--- config.mk ---
export PLATFORM = sky130hd
export DESIGN_NAME = amr_storage_frame_parser_top
export DESIGN_NICKNAME = d
export VERILOG_FILES = /design/src/hdl/asfp_pkg.sv /design/src/hdl/asfp_cfg_regs.sv /design/src/hdl/asfp_parser.sv /design/src/hdl/amr_storage_frame_parser_top.sv
export SDC_FILE = /design/constraint.sdc
export NUM_CORES = 1
export LEC_CHECK = 0
export BUFFER_PORTS_ARGS = -buffer_cell sky130_fd_sc_hd__buf_2
export CORE_AREA = 2 2 180 182
export DETAILED_ROUTE_END_ITERATION = 10
export DIE_AREA = 0 0 182 184
export MAX_ROUTING_LAYER = met4
export PLACE_DENSITY_LB_ADDON = 0.2
export RECOVER_POWER = 100
export SYNTH_ARGS = -nofsm -noshare
export SYNTH_HDL_FRONTEND = slang
export SYNTH_HIERARCHICAL = 1
export SYNTH_SLANG_ARGS = --single-unit
--- constraint.sdc ---
create_clock -name clk_i -period 7 [get_ports clk_i]
set_clock_uncertainty 0.2 [all_clocks]
set_input_delay 1.4 -clock clk_i [delete_from_list [all_inputs] [get_ports clk_i]]
set_output_delay 1.4 -clock clk_i [all_outputs]
set_load 0.01 [all_outputs]
--- src/hdl/asfp_pkg.sv ---
// Shared types, constants and lookup functions for the AMR storage frame parser.
`default_nettype none

package asfp_pkg;

  localparam int unsigned CounterWidthDef = 24;
  localparam int unsigned CntOutW         = 24;
  localparam int unsigned SeekW           = 24;
  localparam int unsigned PaddrW          = 3;
  localparam int unsigned PdataW          = 32;

  localparam logic [2:0] HdrLen = 3'd6;

  localparam logic [7:0] FrameDurRst = 8'd20;
  localparam logic [SeekW-1:0] SeekTgtRst = '0;

  typedef enum logic [1:0] {
    ROLE_HEADER  = 2'd0,
    ROLE_TYPE    = 2'd1,
    ROLE_PAYLOAD = 2'd2
  } role_e;

  typedef enum logic {
    REG_FRAME_DUR = 1'b0,
    REG_SEEK_TGT  = 1'b1
  } reg_idx_e;

  typedef struct packed {
    logic [7:0] data_byte;
    logic       start_of_file;
  } in_item_t;

  typedef struct packed {
    logic [7:0]         byte_out;
    role_e              byte_role;
    logic [3:0]         frame_type;
    logic [4:0]         frame_size;
    logic               last_of_frame;
    logic               header_ok;
    logic [CntOutW-1:0] frames_done;
    logic [CntOutW-1:0] elapsed_ms;
    logic [CntOutW-1:0] payload_total;
    logic               before_target;
  } out_item_t;

  typedef struct packed {
    logic [7:0]       frame_duration_ms;
    logic [SeekW-1:0] seek_target_ms;
  } cfg_t;

  // "#!AMR\n"
  function automatic logic [7:0] magic_byte(input logic [2:0] pos);
    logic [7:0] val;
    case (pos)
      3'd0:    val = 8'h23;
      3'd1:    val = 8'h21;
      3'd2:    val = 8'h41;
      3'd3:    val = 8'h4D;
      3'd4:    val = 8'h52;
      3'd5:    val = 8'h0A;
      default: val = 8'h00;
    endcase
    return val;
  endfunction

  function automatic logic [4:0] payload_len(input logic [3:0] ftype);
    logic [4:0] len;
    case (ftype)
      4'd0:    len = 5'd12;
      4'd1:    len = 5'd13;
      4'd2:    len = 5'd15;
      4'd3:    len = 5'd17;
      4'd4:    len = 5'd19;
      4'd5:    len = 5'd20;
      4'd6:    len = 5'd26;
      4'd7:    len = 5'd31;
      4'd8:    len = 5'd5;
      default: len = 5'd0;
    endcase
    return len;
  endfunction

endpackage

`default_nettype wire

--- src/hdl/asfp_cfg_regs.sv ---
// APB configuration registers: frame duration and seek target.
`default_nettype none

module asfp_cfg_regs
  import asfp_pkg::*;
(
  input  wire logic              clk_i,
  input  wire logic              rst_ni,
  input  wire logic              psel,
  input  wire logic              penable,
  input  wire logic              pwrite,
  input  wire logic [PaddrW-1:0] paddr,
  input  wire logic [PdataW-1:0] pwdata,
  output logic      [PdataW-1:0] prdata,
  output logic                   pready,
  output cfg_t                   cfg_o
);

  cfg_t     cfg_q, cfg_d;
  reg_idx_e idx;
  logic     wr_en;

  assign pready = 1'b1;
  assign idx    = reg_idx_e'(paddr[2]);
  assign wr_en  = psel && penable && pwrite && pready;

  always_comb begin
    cfg_d = cfg_q;
    if (wr_en) begin
      case (idx)
        REG_FRAME_DUR: cfg_d.frame_duration_ms = pwdata[7:0];
        REG_SEEK_TGT:  cfg_d.seek_target_ms    = pwdata[SeekW-1:0];
        default:       cfg_d = cfg_q;
      endcase
    end
  end

  always_comb begin
    case (idx)
      REG_FRAME_DUR: prdata = PdataW'(cfg_q.frame_duration_ms);
      REG_SEEK_TGT:  prdata = PdataW'(cfg_q.seek_target_ms);
      default:       prdata = '0;
    endcase
  end

  always_ff @(posedge clk_i or negedge rst_ni) begin
    if (!rst_ni) begin
      cfg_q.frame_duration_ms <= FrameDurRst;
      cfg_q.seek_target_ms    <= SeekTgtRst;
    end else begin
      cfg_q <= cfg_d;
    end
  end

  assign cfg_o = cfg_q;

endmodule

`default_nettype wire

--- src/hdl/asfp_parser.sv ---
// Header check, frame splitting and saturating counters for one byte per step.
`default_nettype none

module asfp_parser
  import asfp_pkg::*;
#(
  parameter int unsigned CounterWidth = CounterWidthDef
) (
  input  wire logic     clk_i,
  input  wire logic     rst_ni,
  input  wire logic     step_i,
  input  in_item_t      item_i,
  input  cfg_t          cfg_i,
  output out_item_t     res_o
);

  localparam int unsigned CmpW = (CounterWidth > SeekW) ? CounterWidth : SeekW;
  localparam logic [CounterWidth-1:0] CntMax = {CounterWidth{1'b1}};

  logic [2:0]              hp_q, hp_d, hp;
  logic                    hm_q, hm_d, hm;
  logic [4:0]              rem_q, rem_d, rem;
  logic [3:0]              type_q, type_d, ftype;
  logic [4:0]              size_q, size_d, fsize;
  logic [CounterWidth-1:0] frm_q, frm_d, frm;
  logic [CounterWidth-1:0] tim_q, tim_d, tim;
  logic [CounterWidth-1:0] sum_q, sum_d, sum;
  logic [CounterWidth:0]   frm_inc, tim_inc, sum_inc;
  logic                    sof, last, before_tgt;
  role_e                   role;
  logic [7:0]              b;

  assign b   = item_i.data_byte;
  assign sof = item_i.start_of_file;

  // Start of file restarts everything before this byte is looked at.
  always_comb begin
    hp  = sof ? '0   : hp_q;
    hm  = sof ? 1'b1 : hm_q;
    rem = sof ? '0   : rem_q;
    frm = sof ? '0   : frm_q;
    tim = sof ? '0   : tim_q;
    sum = sof ? '0   : sum_q;
  end

  assign frm_inc = {1'b0, frm} + (CounterWidth+1)'(1);
  assign tim_inc = {1'b0, tim} + (CounterWidth+1)'(cfg_i.frame_duration_ms);

  always_comb begin
    hp_d       = hp;
    hm_d       = hm;
    rem_d      = rem;
    type_d     = sof ? '0 : type_q;
    size_d     = sof ? '0 : size_q;
    frm_d      = frm;
    tim_d      = tim;
    sum_d      = sum;
    role       = ROLE_HEADER;
    ftype      = '0;
    fsize      = '0;
    last       = 1'b0;
    before_tgt = 1'b0;
    sum_inc    = '0;
    if (hp < HdrLen) begin
      if (b != magic_byte(hp)) hm_d = 1'b0;
      hp_d = hp + 3'd1;
    end else if (hm) begin
      if (rem == '0) begin
        type_d = b[6:3];
        size_d = payload_len(b[6:3]);
        rem_d  = size_d;
        role   = ROLE_TYPE;
        last   = (size_d == '0);
      end else begin
        rem_d = rem - 5'd1;
        role  = ROLE_PAYLOAD;
        last  = (rem_d == '0);
      end
      ftype      = type_d;
      fsize      = size_d;
      before_tgt = CmpW'(tim) < CmpW'(cfg_i.seek_target_ms);
      sum_inc    = {1'b0, sum} + (CounterWidth+1)'(size_d);
      if (last) begin
        frm_d = frm_inc[CounterWidth] ? CntMax : frm_inc[CounterWidth-1:0];
        tim_d = tim_inc[CounterWidth] ? CntMax : tim_inc[CounterWidth-1:0];
        sum_d = sum_inc[CounterWidth] ? CntMax : sum_inc[CounterWidth-1:0];
      end
    end
  end

  always_comb begin
    res_o.byte_out      = b;
    res_o.byte_role     = role;
    res_o.frame_type    = ftype;
    res_o.frame_size    = fsize;
    res_o.last_of_frame = last;
    res_o.header_ok     = (hp_d >= HdrLen) && hm_d;
    res_o.frames_done   = CntOutW'(frm_d);
    res_o.elapsed_ms    = CntOutW'(tim);
    res_o.payload_total = CntOutW'(sum_d);
    res_o.before_target = before_tgt;
  end

  always_ff @(posedge clk_i or negedge rst_ni) begin
    if (!rst_ni) begin
      hp_q   <= '0;
      hm_q   <= 1'b1;
      rem_q  <= '0;
      type_q <= '0;
      size_q <= '0;
      frm_q  <= '0;
      tim_q  <= '0;
      sum_q  <= '0;
    end else if (step_i) begin
      hp_q   <= hp_d;
      hm_q   <= hm_d;
      rem_q  <= rem_d;
      type_q <= type_d;
      size_q <= size_d;
      frm_q  <= frm_d;
      tim_q  <= tim_d;
      sum_q  <= sum_d;
    end
  end

endmodule

`default_nettype wire

--- src/hdl/amr_storage_frame_parser_top.sv ---
// Top level of the AMR storage frame parser: input stage, parser, result stage, APB.
//
//   channel | handshake            | payload
//   --------+----------------------+-------------------------
//   in      | in_valid_i/in_ready_o | in_data_i  (in_item_t)
//   out     | out_valid_o/out_ready_i | out_data_o (out_item_t)
//   cfg     | APB psel/penable/pready | paddr, pwdata, prdata
//
// One byte per cycle sustained while the output is not stalled; a byte enters the input
// register at its transfer, and its result shows on the output when it moves on into
// the result register. Reset clears both valid flags and returns the parser state and
// the configuration registers to their reset values. A stall on the output holds the
// result register and the input register; the input side keeps taking bytes as long
// as the input register can drain.
`default_nettype none

module amr_storage_frame_parser_top
  import asfp_pkg::*;
#(
  parameter int unsigned CounterWidth = CounterWidthDef
) (
  input  wire logic              clk_i,
  input  wire logic              rst_ni,
  input  wire logic              in_valid_i,
  output logic                   in_ready_o,
  input  in_item_t               in_data_i,
  output logic                   out_valid_o,
  input  wire logic              out_ready_i,
  output out_item_t              out_data_o,
  input  wire logic              psel,
  input  wire logic              penable,
  input  wire logic              pwrite,
  input  wire logic [PaddrW-1:0] paddr,
  input  wire logic [PdataW-1:0] pwdata,
  output logic      [PdataW-1:0] prdata,
  output logic                   pready
);

  logic      s1_valid_q, s1_valid_d;
  in_item_t  s1_data_q;
  logic      out_valid_q, out_valid_d;
  out_item_t out_data_q;
  out_item_t res;
  cfg_t      cfg;
  logic      out_free, s1_adv, in_fire;

  asfp_cfg_regs u_cfg (
    .clk_i   (clk_i),
    .rst_ni  (rst_ni),
    .psel    (psel),
    .penable (penable),
    .pwrite  (pwrite),
    .paddr   (paddr),
    .pwdata  (pwdata),
    .prdata  (prdata),
    .pready  (pready),
    .cfg_o   (cfg)
  );

  // Advance the parser state only when the byte moves into the result register.
  asfp_parser #(
    .CounterWidth (CounterWidth)
  ) u_parser (
    .clk_i  (clk_i),
    .rst_ni (rst_ni),
    .step_i (s1_adv),
    .item_i (s1_data_q),
    .cfg_i  (cfg),
    .res_o  (res)
  );

  // The result register is free when empty or being drained this cycle.
  assign out_free   = !out_valid_q || out_ready_i;
  assign s1_adv     = s1_valid_q && out_free;
  assign in_ready_o = !s1_valid_q || out_free;
  assign in_fire    = in_valid_i && in_ready_o;

  always_comb begin
    s1_valid_d = s1_valid_q;
    if (in_fire)     s1_valid_d = 1'b1;
    else if (s1_adv) s1_valid_d = 1'b0;
    out_valid_d = out_valid_q;
    if (s1_adv)           out_valid_d = 1'b1;
    else if (out_ready_i) out_valid_d = 1'b0;
  end

  always_ff @(posedge clk_i or negedge rst_ni) begin
    if (!rst_ni) begin
      s1_valid_q  <= 1'b0;
      out_valid_q <= 1'b0;
    end else begin
      s1_valid_q  <= s1_valid_d;
      out_valid_q <= out_valid_d;
    end
  end

  // Payload registers: load on transfer, hold otherwise.
  always_ff @(posedge clk_i) begin
    if (in_fire) s1_data_q  <= in_data_i;
    if (s1_adv)  out_data_q <= res;
  end

  assign out_valid_o = out_valid_q;
  assign out_data_o  = out_data_q;

endmodule

`default_nettype wire

==> Word-level counts from Yosys, hierarchy flattened <==
Memories as Yosys holds them, arrays and structs flattened. A register that Yosys moved wholly into a read port is not among the register bits.
Index checks and enable logic that the tools add are counted.
{ "totals": {"elab_cells": 108, "out_inout_bits": 129, "regBits": 227, "mem_count": 1, "inputBits": 51, "mem_bits_ro": 80} }
{ "memory_table": {"columns": ["memory", "depth", "width", "rd", "rd_ports_with_merged_regs", "write_ports", "line", "text"], "rows": [
  ["(no name shown)", 16, 5, 1, 1, 0, "asfp_pkg.sv:68", "case (ftype)"]
]} }
{ "classes": {"reduce_logical": 18, "n_mux": 49, "order_cmp": 3, "n_eq_ne": 6, "n_bitwise": 2, "addsub": 5} }
{ "ops": {"columns": ["op", "count"], "rows": [
  ["24-bit 2-to-1 mux", 15],
  ["5-bit 2-to-1 mux", 13],
  ["32-bit one-hot mux with 2 select lines", 1],
  ["7-bit one-hot mux with 6 select lines", 1],
  ["24-bit by 1-bit adder with 25-bit output, second input constant", 1],
  ["24-bit by 5-bit adder with 25-bit output", 1],
  ["24-bit by 8-bit adder with 25-bit output", 1],
  ["24-bit < comparator", 1],
  ["4-bit 2-to-1 mux", 5],
  ["5-bit logical NOT", 3],
  ["1-bit 2-to-1 mux", 10],
  ["8-bit 2-to-1 mux", 1],
  ["8-bit != test", 1],
  ["3-bit by 2-bit == test with 1-bit output, second input constant", 2],
  ["3-bit == test, second input constant", 2],
  ["3-bit 2-to-1 mux", 2],
  ["1-bit logical AND", 5],
  ["5-bit by 1-bit subtractor with 5-bit output, second input constant", 1],
  ["2-bit AND reduction", 2],
  ["2-bit nonzero test", 2],
  ["3-bit by 1-bit adder with 3-bit output, second input constant", 1],
  ["3-bit by 1-bit == test with 1-bit output, second input constant", 1],
  ["3-bit greater-or-equal comparator, second input constant", 1],
  ["3-bit logical NOT", 1],
  ["6 further kinds", 9]
]} }

==> Longest topological paths before layout <==
{ "depth": {"word_depth": 13, "depth_mapped": 21, "ltp_nobuf": 17} }

==> Modules after synthesis <==
The synthesis kept the hierarchy.
{ "by_module_without_submodules": {"columns": ["mod", "instances", "cells_each", "area_each_um2", "seq_area_each_um2"], "rows": [
  ["asfp_parser", 1, 1030, 7976.4, 2253.4],
  ["amr_storage_frame_parser_top", 1, 111, 3196.8, 3143.0],
  ["asfp_cfg_regs", 1, 106, 1587.8, 803.3]
]} }

==> Worst setup path after synthesis <==
OpenSTA, ideal clock, no wires.
{ "synth_path": {"kind": "input to register", "start": "in out_ready_i", "end": "reg u_parser.tim_q[13]", "path_slack_ns": 1.611, "path_buffers": 1, "required_time_ns": 6.658, "path_stages": 9, "setup_time_ns": 0.142, "arrival_time_ns": 5.048, "path_cell_list": "nand2b_1 > and2_1 > clkbuf_1 > inv_1 > nor2_1 > nand2_1 > nor3_1 > and3b_1 > nor3_1"} }
{ "synth_via": {"elab_chain_cells": 2} }
{ "synth_rtl": {"columns": ["item", "line", "text"], "rows": [
  ["from (decl)", "amr_storage_frame_parser_top.sv:28", "input wire logic out_ready_i,"],
  ["1-bit logical OR", "amr_storage_frame_parser_top.sv:73", "assign out_free = !out_valid_q || out_ready_i;"],
  ["1-bit logical AND", "amr_storage_frame_parser_top.sv:74", "assign s1_adv = s1_valid_q && out_free;"],
  ["to (signal assigned)", "asfp_parser.sv:121", "tim_q <= tim_d;"],
  ["to (decl)", "asfp_parser.sv:26", "logic [CounterWidth-1:0] tim_q, tim_d, tim;"]
]} }
Every way passes these cells.
A chain may end at the register's enable or synchronous reset.

==> results.md <==
- Status: finished with violations
- Failing checks: capacitance limit, slew limit
- H-tree levels: 1
- Met2 wire length: ~15000 microns
- Total chip power: 3.615 mW
- # DRC: 0
- Ant. Diodes: 0
- Placed cell count: around 1800
- Most common cell in the netlist: nand2_1
- Total track usage: 19.36%
- Period utilization: between 80 and 90%
- Vias in the first global route: roughly 9500
- Row cnt: between 60 and 70
- Gpl congestion: ~0.9
- Die Height: ~180 microns
- Hold Startpoint: s1_data_q[8]$_DFFE_PP_
- Post-synth top area share: 24.24%
- Crit path DAT: ~6.3 ns
- Post-Syn Area: between 10000 and 15000 sq um
- Post-CTS setup buffer count: 0
- Clock slew at reported path FFs: about 0.060 ns
- Synth area leader: edfxtp_1
- Remaining antenna violation count: 0
- Metal3 WL: 1735 microns
- I/O Buffers: 160
- Metal-1 WL: roughly 15000 microns
- Die Area: 33490 sq um
- Worst Path Max Fanout: 14
- Synth warnings: 6
- PD cells: about 250 nW/um^2
- First-pass GRT wire length: a little over 50000 microns
- Setup crit end kind: flip-flop
- Count of final setup violators: 0
- Worst-margin pin slew: 3.123 ns
- Total congestion overflow: 0
- Hold EP: out_data_o[93]$_DFFE_PP_
- Root buf cell: clkbuf_16
- Non-Filler Instances: roughly 1800
- Sum Neg Setup Slack: 0 ns
- Syn Area/Cell: slightly above 10 sq um
- Final nets: about 1500
- Final WS setup: approximately 0.86 ns
- Layout area overhead: 13.49%
- Final Hold Violating Endpoints: 0
- CTS tree: yes
- Util after Layout: 46.13%
- Post-DR wirelength/cell: roughly 18 microns
- R2r endpoint: out_data_o[24]$_DFFE_PP_
- Layout cells sized above 1: about a tenth
- Initial antenna violation count: 0
- Seq cells post-synth: between 200 and 250
- Total Wirelength: around 32000 microns
- Post-synthesis cell type count: just over 80
- Pin count of the biggest net entering global routing: between 60 and 70
- Worst-Skew Late Latency: 0.53 ns
- Async S/R FF share, synth: 54.63%
- Fmax: approximately 160 MHz
- Mapped Cells: around 1200
- Most frequent cells after synthesis: nand2_1 (126), dfrtp_1 (121), nor2_1 (110)
- Leak pwr: approximately 6 nW
- Startpoint types: flip-flop
- Core Region: around 31000 sq um
- Post-synth EDFFs: slightly above 100
- Main synth FF type: dfrtp_1
- # IOs: 180
- DRT iter0 DRCs: roughly 740
- Starting density of the core: 40.65%
- CTS Sinks: about 230
- Origin of the critical flop-to-flop path: s1_data_q[0]$_DFFE_PP_
- Post-CTS resize count: 0
- Hold Path Depth: 0
- Die W: roughly 180 microns
- Vias per cell: about 5.4
- Peak VDD IR: 149.4 uV
- R2R depth: 16
- CP Class: flip-flop to flip-flop
- Hold Buf Count CTS: 0
- Post-place setup slack: 1.138 ns
- Max-slew violation count: 278
- Final min period: just over 6 ns
- Worst path required time: slightly above 7 ns
- Num CTS Buffers: 27
- 1st-pass router iterations: 6
- DP Wirelength: about 22000 microns
- Clk buf depth: 3
- Highest routed layer: met4
- Vias post-DR: 9775
- Largest cells by area after synthesis: edfxtp_1 (24%), dfrtp_1 (24%), ha_1 (4.7%), nand2_1 (3.7%), nor2_1 (3.2%)
- Seq/Total Area, Yosys: 48.58%
- Slew headroom: -108.2%
- Worst Hold Class: flip-flop to flip-flop
- Max_cap viols: 6
- Reg2reg setup slack: around 0.86 ns
- Unrepaired setup endpoints after global routing: no
[cell type report]
class / count / area [sq um]
Fill cell: 3049 / 16910
Sequential cell: 227 / 6200
Multi-Input combinational cell: 898 / 5856
Timing Repair Buffer: 173 / 729.5
Clock buffer: 31 / 700.7
Tap cell: 402 / 503.0
Clock inverter: 18 / 284.0
Inverter: 56 / 210.2
[sequential cells by signal, summed over array words and instances (netlist names)]
name and flops:
s1_data_q 9, u_parser/hp_q 3, u_parser/size_q 5, out_data_o 94, u_parser/sum_q 24, s1_valid_q 1, u_cfg/cfg_o 32, out_valid_o 1
u_parser/rem_q 5, u_parser/tim_q 24, u_parser/frm_q 24, u_parser/hm_q 1, u_parser/type_q 4
[how the worst max path moves through the flow]
stage	start	endpoint	slack (ns)
after floorplan	out_ready_i	u_parser/tim_q[13]$_DFFE_PN0P_	1.61
after global placement	s1_data_q[0]$_DFFE_PP_	out_data_o[10]$_DFFE_PP_	1.23
after detailed placement	s1_data_q[0]$_DFFE_PP_	out_data_o[16]$_DFFE_PP_	1.14
after CTS	s1_data_q[0]$_DFFE_PP_	out_data_o[16]$_DFFE_PP_	1.09
after global routing	s1_data_q[0]$_DFFE_PP_	u_parser/tim_q[18]$_DFFE_PN0P_	0.31
final	s1_data_q[0]$_DFFE_PP_	out_data_o[24]$_DFFE_PP_	0.86
[critical path: stages (launching register included)]
cell and delay (ns):
edfxtp_1 0.35, inv_1 0.21, nand2_1 0.16, ha_1 0.28, or4b_1 0.55, and2_0 0.45, a2111oi_0 0.75, a21oi_1 0.21
inv_1 0.16, ha_1 0.25, a21oi_1 0.24, a211oi_1 0.07, o21a_1 0.21, o311ai_2 0.83, a2111oi_0 0.32, and3_1 0.28
a221oi_1 0.38
[logic make-up (layout without fill, tap and decap cells)]
| group | after synthesis | count (layout) | synth area share, % |
|---|---|---|---|
| AOI/OAI and AO/OA | 253 | 253 | 13.02 |
| muxes | 82 | 82 | 7.511 |
| buffers and inverters | 129 | 278 | 4.569 |
| DFF | 227 | 227 | 48.58 |
| other | 2 | 9 | 0.05885 |
| adders and majority gates | 50 | 50 | 5.020 |
| xor gates and xnor gates | 39 | 39 | 2.677 |
| and+or+nand+nor | 465 | 465 | 18.56 |
[routing by layer]
layer	vias up	GRT usage, %
li1	4763	-
met1	4720	25.52
met2	245	31.24
met3	47	3.130
met4	0	5.065
met5	-	-
[placed cells by master, fill, tap and decap left out, drive strengths merged, types with 30 or more instances in the layout]
cell type  instances
nor3              33
nor2b             42
nand3             36
a21oi             63
inv               55
mux2i             32
mux2              50
ha                48
xnor2             30
o21ai             69
edfxtp           103
nand2            126
dfrtp            121
buf               50
clkbuf           154
nor2             110
[power by group]
part	total, mW	internal [mW]	switching (mW)
logic	0.463	0.176	0.287
clock network	1.56	1.01	0.555
registers	1.59	1.51	0.0788
total	3.62	2.69	0.921
[stage by stage]
step           area (sq um)  hold WS, ns
2_1_floorplan         12790       0.2309
3_3_place_gp          13820       0.2444
4_1_cts               14810       0.2612
6_report              14480       0.2569
5_1_grt               14480       0.2746
3_5_place_dp          13820       0.2478
No activity file was read; power rests on OpenSTA's default activity.
